`config.mk`:
```
export PLATFORM = sky130hd
export DESIGN_NAME = sorted_priority_queue_with_cancel_unit
export DESIGN_NICKNAME = d
export VERILOG_FILES = /design/src/rtl/core/spq_pkg.sv /design/src/rtl/core/sorted_priority_queue_with_cancel_unit.sv /design/src/rtl/core/spq_front.sv /design/src/rtl/core/spq_back.sv
export SDC_FILE = /design/constraint.sdc
export NUM_CORES = 1
export LEC_CHECK = 0
export ABC_CLOCK_PERIOD_IN_PS = 6800
export BUFFER_PORTS_ARGS = -buffer_cell sky130_fd_sc_hd__buf_2
export CAP_MARGIN = 10
export CORE_AREA = 2 2 131 133
export DETAILED_ROUTE_END_ITERATION = 10
export DIE_AREA = 0 0 133 135
export PLACE_DENSITY = 0.87
export RECOVER_POWER = 25
export SLEW_MARGIN = 25
export SYNTH_ARGS = -nofsm -noshare
export SYNTH_HDL_FRONTEND = slang
export SYNTH_HIERARCHICAL = 1
export SYNTH_SLANG_ARGS = --single-unit
```
`constraint.sdc`:
```
create_clock -name i_clk -period 6.8 [get_ports i_clk]
set_input_delay 0.34 -clock i_clk [delete_from_list [all_inputs] [get_ports i_clk]]
set_output_delay 0.34 -clock i_clk [all_outputs]
set_load 0.02 [all_outputs]
```
`src/rtl/core/spq_pkg.sv`:
```
// Types and codes shared by the priority queue front end and back end.
`default_nettype none

package spq_pkg;

    localparam int ID_W   = 8;
    localparam int PRIO_W = 4;
    localparam int OCC_W  = 4;

    typedef enum logic [1:0] {
        OP_INSERT = 2'd0,
        OP_POP    = 2'd1,
        OP_CANCEL = 2'd2,
        OP_NOP    = 2'd3
    } t_op;

    typedef enum logic [1:0] {
        ST_OK        = 2'd0,
        ST_EMPTY     = 2'd1,
        ST_FULL      = 2'd2,
        ST_NOT_FOUND = 2'd3
    } t_status;

    typedef struct packed {
        t_op                op;
        logic [ID_W-1:0]    id;
        logic [PRIO_W-1:0]  prio;
    } t_cmd;

endpackage

`default_nettype wire

```
`src/rtl/core/sorted_priority_queue_with_cancel_unit.sv`:
```
// Sorted priority queue with cancel: top level joining the front end and back end.
// Usage:
//   Slave channel (i_s_*): one beat is one operation. tuser carries the kind
//   (insert, pop, cancel; the fourth code does nothing), tdata the identifier
//   and the priority. Master channel (o_m_*): every operation yields exactly one
//   result beat with status, identifier, priority and the occupancy afterward.
//   Entries leave in descending priority; equal priorities leave in arrival order.
//   A beat accepted into an empty command buffer is written into the buffer and
//   then into the result register before it shows on o_m_tvalid. Throughput: one
//   operation per cycle while the receiver takes results, set by the slot array,
//   which compares and shifts all DEPTH slots in parallel.
//   A two-entry command buffer sits between the input decoder and the slot array,
//   and a result register holds the outgoing beat. When the receiver stalls, the
//   result is held, the slot array stops, and the buffer fills; o_s_tready drops
//   once it holds two commands.
//   Reset (synchronous, active low) empties the queue and both buffers; the slot
//   contents are not cleared, since only occupied slots are ever read.
`default_nettype none

module sorted_priority_queue_with_cancel_unit
    import spq_pkg::*;
#(
    parameter int DEPTH = 8
) (
    input  wire logic        i_clk,
    input  wire logic        i_rst_n,
    input  wire logic        i_s_tvalid,
    output logic             o_s_tready,
    input  wire logic [15:0] i_s_tdata,   // entry_id [7:0], entry_priority [11:8]
    input  wire logic [1:0]  i_s_tuser,   // kind [1:0]
    output logic             o_m_tvalid,
    input  wire logic        i_m_tready,
    output logic [23:0]      o_m_tdata    // status [1:0], out_id [9:2], out_priority [13:10],
                                          // occupancy [17:14]
);

    logic cmd_valid;
    logic cmd_take;
    t_cmd cmd;

    spq_front u_front (
        .i_clk       (i_clk),
        .i_rst_n     (i_rst_n),
        .i_s_tvalid  (i_s_tvalid),
        .o_s_tready  (o_s_tready),
        .i_s_tdata   (i_s_tdata),
        .i_s_tuser   (i_s_tuser),
        .o_cmd_valid (cmd_valid),
        .o_cmd       (cmd),
        .i_cmd_take  (cmd_take)
    );

    spq_back #(
        .DEPTH (DEPTH)
    ) u_back (
        .i_clk       (i_clk),
        .i_rst_n     (i_rst_n),
        .i_cmd_valid (cmd_valid),
        .i_cmd       (cmd),
        .o_cmd_take  (cmd_take),
        .o_m_tvalid  (o_m_tvalid),
        .i_m_tready  (i_m_tready),
        .o_m_tdata   (o_m_tdata)
    );

endmodule

`default_nettype wire

```
`src/rtl/core/spq_front.sv`:
```
// Front end: accepts input beats, decodes the operation and buffers commands.
`default_nettype none

module spq_front
    import spq_pkg::*;
(
    input  wire logic        i_clk,
    input  wire logic        i_rst_n,
    input  wire logic        i_s_tvalid,
    output logic             o_s_tready,
    input  wire logic [15:0] i_s_tdata,   // entry_id [7:0], entry_priority [11:8]
    input  wire logic [1:0]  i_s_tuser,   // kind [1:0]
    output logic             o_cmd_valid,
    output t_cmd             o_cmd,
    input  wire logic        i_cmd_take
);

    t_cmd       r_q [2];
    logic       r_wr;
    logic       r_rd;
    logic [1:0] r_cnt;
    logic       push;
    logic       pop;
    t_cmd       in_cmd;

    always_comb begin
        in_cmd.op   = t_op'(i_s_tuser);
        in_cmd.id   = i_s_tdata[ID_W-1:0];
        in_cmd.prio = i_s_tdata[ID_W+PRIO_W-1:ID_W];
    end

    assign o_s_tready  = (r_cnt != 2'd2);
    assign o_cmd_valid = (r_cnt != 2'd0);
    assign o_cmd       = r_q[r_rd];
    assign push        = i_s_tvalid && o_s_tready;
    assign pop         = o_cmd_valid && i_cmd_take;

    always_ff @(posedge i_clk) begin
        if (push) begin
            r_q[r_wr] <= in_cmd;
        end
    end

    always_ff @(posedge i_clk) begin
        if (!i_rst_n) begin
            r_wr  <= 1'b0;
            r_rd  <= 1'b0;
            r_cnt <= 2'd0;
        end else begin
            if (push) begin
                r_wr <= ~r_wr;
            end
            if (pop) begin
                r_rd <= ~r_rd;
            end
            if (push && !pop) begin
                r_cnt <= r_cnt + 2'd1;
            end else if (pop && !push) begin
                r_cnt <= r_cnt - 2'd1;
            end
        end
    end

endmodule

`default_nettype wire

```
`src/rtl/core/spq_back.sv`:
```
// Back end: sorted slot array with insert, pop and cancel, and the result register.
`default_nettype none

module spq_back
    import spq_pkg::*;
#(
    parameter int DEPTH = 8
) (
    input  wire logic        i_clk,
    input  wire logic        i_rst_n,
    input  wire logic        i_cmd_valid,
    input  wire t_cmd        i_cmd,
    output logic             o_cmd_take,
    output logic             o_m_tvalid,
    input  wire logic        i_m_tready,
    output logic [23:0]      o_m_tdata   // status [1:0], out_id [9:2], out_priority [13:10],
                                         // occupancy [17:14]
);

    localparam int CW = $clog2(DEPTH + 1);

    logic [ID_W-1:0]   r_ids   [DEPTH];
    logic [PRIO_W-1:0] r_prios [DEPTH];
    logic [CW-1:0]     r_count;

    logic [ID_W-1:0]   n_ids   [DEPTH];
    logic [PRIO_W-1:0] n_prios [DEPTH];
    logic [CW-1:0]     n_count;

    logic              r_out_valid;
    t_status           r_status;
    logic [ID_W-1:0]   r_res_id;
    logic [PRIO_W-1:0] r_res_prio;
    logic [OCC_W-1:0]  r_occ;

    t_status           n_status;
    logic [ID_W-1:0]   n_res_id;
    logic [PRIO_W-1:0] n_res_prio;
    logic [CW+OCC_W-1:0] occ_ext;

    logic [DEPTH-1:0]  live;
    logic [DEPTH-1:0]  ge;
    logic [DEPTH-1:0]  prev_ge;
    logic [DEPTH-1:0]  match;
    logic [DEPTH-1:0]  first;
    logic [DEPTH-1:0]  from_hit;
    logic              found;
    logic              fire;

    assign fire       = i_cmd_valid && (!r_out_valid || i_m_tready);
    assign o_cmd_take = fire;

    // Per-slot compares; each cell checks itself and its neighbor, and a running chain marks the first match onward.
    always_comb begin
        logic run;
        run = 1'b0;
        for (int i = 0; i < DEPTH; i++) begin
            live[i] = (CW'(i) < r_count);
            ge[i]   = live[i] && (r_prios[i] >= i_cmd.prio);
            if (i_cmd.op == OP_CANCEL) begin
                match[i] = live[i] && (r_ids[i] == i_cmd.id);
            end else begin
                match[i] = live[i] && (i == 0);
            end
            first[i]    = match[i] && !run;
            run         = run || match[i];
            from_hit[i] = run;
        end
        found      = run;
        prev_ge[0] = 1'b1;
        for (int i = 1; i < DEPTH; i++) begin
            prev_ge[i] = ge[i-1];
        end
    end

    always_comb begin
        logic [ID_W-1:0]   sel_id;
        logic [PRIO_W-1:0] sel_prio;
        sel_id   = '0;
        sel_prio = '0;
        for (int i = 0; i < DEPTH; i++) begin
            sel_id   = sel_id | (r_ids[i] & {ID_W{first[i]}});
            sel_prio = sel_prio | (r_prios[i] & {PRIO_W{first[i]}});
        end

        n_ids      = r_ids;
        n_prios    = r_prios;
        n_count    = r_count;
        n_status   = ST_OK;
        n_res_id   = '0;
        n_res_prio = '0;

        unique case (i_cmd.op)
            OP_INSERT: begin
                if (r_count == CW'(DEPTH)) begin
                    n_status = ST_FULL;
                end else begin
                    // The new entry lands right after the last slot of equal or higher
                    // priority; every lower slot moves one place toward the back.
                    for (int i = 0; i < DEPTH; i++) begin
                        if (!ge[i] && prev_ge[i]) begin
                            n_ids[i]   = i_cmd.id;
                            n_prios[i] = i_cmd.prio;
                        end
                    end
                    for (int i = 1; i < DEPTH; i++) begin
                        if (!ge[i] && !prev_ge[i]) begin
                            n_ids[i]   = r_ids[i-1];
                            n_prios[i] = r_prios[i-1];
                        end
                    end
                    n_count = r_count + 1'b1;
                end
            end
            OP_POP, OP_CANCEL: begin
                if (found) begin
                    n_res_id   = sel_id;
                    n_res_prio = sel_prio;
                    for (int i = 0; i < DEPTH - 1; i++) begin
                        if (from_hit[i]) begin
                            n_ids[i]   = r_ids[i+1];
                            n_prios[i] = r_prios[i+1];
                        end
                    end
                    n_count = r_count - 1'b1;
                end else if (i_cmd.op == OP_POP) begin
                    n_status = ST_EMPTY;
                end else begin
                    n_status = ST_NOT_FOUND;
                end
            end
            OP_NOP: begin
            end
            default: begin
            end
        endcase

        occ_ext = {{OCC_W{1'b0}}, n_count};
    end

    always_ff @(posedge i_clk) begin
        if (fire) begin
            r_ids      <= n_ids;
            r_prios    <= n_prios;
            r_status   <= n_status;
            r_res_id   <= n_res_id;
            r_res_prio <= n_res_prio;
            r_occ      <= occ_ext[OCC_W-1:0];
        end
    end

    always_ff @(posedge i_clk) begin
        if (!i_rst_n) begin
            r_count     <= '0;
            r_out_valid <= 1'b0;
        end else begin
            if (fire) begin
                r_count     <= n_count;
                r_out_valid <= 1'b1;
            end else if (i_m_tready) begin
                r_out_valid <= 1'b0;
            end
        end
    end

    assign o_m_tvalid = r_out_valid;
    assign o_m_tdata  = {6'd0, r_occ, r_res_prio, r_res_id, r_status};

`ifndef ASSERT_OFF
    a_count_bound: assert property (@(posedge i_clk) disable iff (!i_rst_n)
        r_count <= CW'(DEPTH))
        else $error("queue count exceeds depth");

    a_insert_grows: assert property (@(posedge i_clk) disable iff (!i_rst_n)
        fire && (i_cmd.op == OP_INSERT) && (r_count != CW'(DEPTH))
        |=> r_count == $past(r_count) + 1'b1)
        else $error("accepted insert did not grow the queue");

    a_cancel_shrinks: assert property (@(posedge i_clk) disable iff (!i_rst_n)
        fire && (i_cmd.op == OP_CANCEL) && found
        |=> r_count == $past(r_count) - 1'b1)
        else $error("successful cancel did not shrink the queue");

    a_pop_empty: assert property (@(posedge i_clk) disable iff (!i_rst_n)
        fire && (i_cmd.op == OP_POP) && (r_count == '0)
        |=> r_out_valid && (r_status == ST_EMPTY))
        else $error("pop on empty queue did not report empty");
`endif

endmodule

`default_nettype wire
```
==> run metrics <==
worst skew pair latency=0.44 ns; busiest grt layer=met2; CP Max Fanout=16; hold buffers post-CTS=0; area leader, netlist=edfxtp_1; Setup crit start kind=register; TritonCTS buffer count=17; GRT Util Overall=0.298; Worst Path Arrival=5.04 ns; Die Width=133 um; synth cell count leaders=edfxtp_1, nand2_1, mux2i_1; total negative slack=0 ns; register area share after synthesis=0.453; Port Buffers=37; Worst EP required=6.94 ns; Vias=7892; Tot Pwr=5430 uW; ys flop type=edfxtp_1; largest net degree at the start of global routing=100; most common cell in the netlist=edfxtp_1; Fin Clk Skew=0.00629 ns; Leak=0.00381 uW; Pwr Density=507 nW/um^2; CP max stage cell=dfxtp_1; DIE HEIGHT=135 um; Clock Path Buffers=2; vias per cell=6.76; ratio of final minimum period to clock period=0.721; GRT overflow=0; vias in the first global route=7620; CTS sink cnt=152; crit end category=register; Initial Utilization=0.601; initial antenna violation count=1; Max Cap Viol=0; # H-tree levels=4; Total Routed Length=26700 um; Routed wire per std cell=22.9 um; Ys Warns=6; CTS tree=done; unrepaired setup endpoints after global routing=false; worst hold path class=primary input to register; # IOs=48; Yosys top cell area share=0.432; Critical Path, Cell by Cell=mux2_2, xnor2_1, nand4_1, or3_4, o211ai_4, or4_1, o2111ai_4, a221oi_2, buf_4; area of the multi-input gates=4930 um^2; Die Area=18000 um^2; GR Util met2=0.477; share of layout cells above drive strength 1=0.133; residual DRC count=0; first-pass GRT wire length=41100 um; hold-critical path depth=1; Tmin final=4.91 ns; antenna-violating nets left=0; max-slew violations=0; Seq cells post-synth=152; 1st-pass router iterations=6; CTS root buf=clkbuf_16; status=finished clean; hold_sp=i_s_tdata[9]; FF+latch area=4460 um^2; Post-CTS Setup Inserts=0; dpl hpwl=17300 um; area grow syn2layout=8.47%; routability congestion estimate=0.943; post-cts sizing count=0; Final nets=996; actual slew at the worst max-slew pin=1.08 ns; M3 GR Usage=0.0529; Mapped Area=9860 um^2; grt met1 use=0.385; Reg2Reg Depth=9; kind of critical path=register to register; core box area=16400 um^2; max_slew headroom=0.278; WHS=0.0907 ns; Fill cells=1218; number of enable flip-flop cells after synthesis=142; worst ir drop on vdd=0.506 mV; cells after synthesis=926; DR iter-0 viols=1445; final setup vio count=0; average cell area after synthesis=10.7 um^2; Fmax=0.204 GHz; Async SR Flop Fraction=0; Final Hold Fails=0; clock slew at reported path FFs=0.06 ns; top post-synthesis cells by area=edfxtp_1, mux2i_1, ha_1; slowest stage delay, CP=0.71 ns; FP Rows=47; post-synth cell types=66
==> per-layer routing <==
metal  wire length (um)  part of all wire
met3               2600             0.098
met5                  0                 0
met2              12500              0.47
met1              10300              0.39
met4               1240             0.046
==> cell type report <==
type,instances,area share
Antenna cell,1,0.000234
Tap cell,220,0.0257
Timing Repair Buffer,56,0.0297
Inverter,34,0.0119
Multi-Input combinational cell,672,0.461
Clock buffer,24,0.0450
Clock inverter,8,0.00900
Sequential cell,152,0.417
==> per-stage QoR <==
| step | utilization | instances | area [um^2] | setup WS (ns) |
|---|---|---|---|---|
| final | 0.652 | 1167 | 10700 | 1.89 |
| after global placement | 0.615 | 1131 | 10100 | 1.97 |
| after floorplan | - | 931 | 9880 | 2.74 |
| after detailed placement | 0.615 | 1132 | 10100 | 1.85 |
| after global routing | 0.652 | 1166 | 10700 | 1.69 |
| after CTS | 0.651 | 1164 | 10700 | 1.80 |
==> where the power goes <==
group	internal (uW)	leakage, uW	total [uW]	switching (uW)
clock network	566	0.000274	941	375
logic	963	0.00214	2710	1750
registers	1500	0.00140	1770	270
==> cells in the final DEF, fill, tap and decap left out, drive strengths merged, types with 25 or more instances in the layout <==
cell type  count
edfxtp       142
nand2        126
mux2i         84
o21ai         83
clkbuf        49
xor2          41
ha            41
inv           32
buf           31
xnor2         28
a21oi         28
mux2          25
==> flip-flops by register name, indices dropped and copies added, names as in the netlist, named ones only <==
| name | cells |
|---|---|
| u_back/r_count | 4 |
| u_back/r_res_prio | 4 |
| u_front/r_wr | 1 |
| u_front/r_cnt | 2 |
| u_back/r_ids | 64 |
| u_back/o_m_tvalid | 1 |
| u_front/r_q | 28 |
| u_back/r_res_id | 8 |
| u_back/r_occ | 4 |
| u_back/r_status | 2 |
| u_back/r_prios | 32 |
| u_front/r_rd | 1 |
==> kinds of logic after synthesis <==
logic type / Yosys count / share of synthesized area
compound gates: 212 / 0.149
xor+xnor: 69 / 0.0613
fa+ha+maj: 41 / 0.0520
buf+inv: 107 / 0.0547
flops: 152 / 0.453
mux: 109 / 0.114
other cells: 1 / 0.000380
simple gates: 235 / 0.116
==> path summary, 6_finish.rpt <==
check                                                 endpoint  slack [ns]
worst min-delay path               u_front/r_q[1][1]$_DFFE_PP_        0.09
worst max-delay path                u_back/r_ids[50]$_DFFE_PP_        1.89
worst min register to register  u_back/o_m_tvalid$_SDFFE_PN0P_        0.52
worst max register to register      u_back/r_ids[50]$_DFFE_PP_        1.89
==> critical path: cells and delay by family (launching register included) <==
family	cells	cell delay, ns
and+or+nand+nor	3	1.59
AOI/OAI and AO/OA	3	1.14
DFF	1	0.71
muxes	1	0.60
buffers and inverters	1	0.31
xor gates and xnor gates	1	0.24
(Power assumes the default switching activity.)
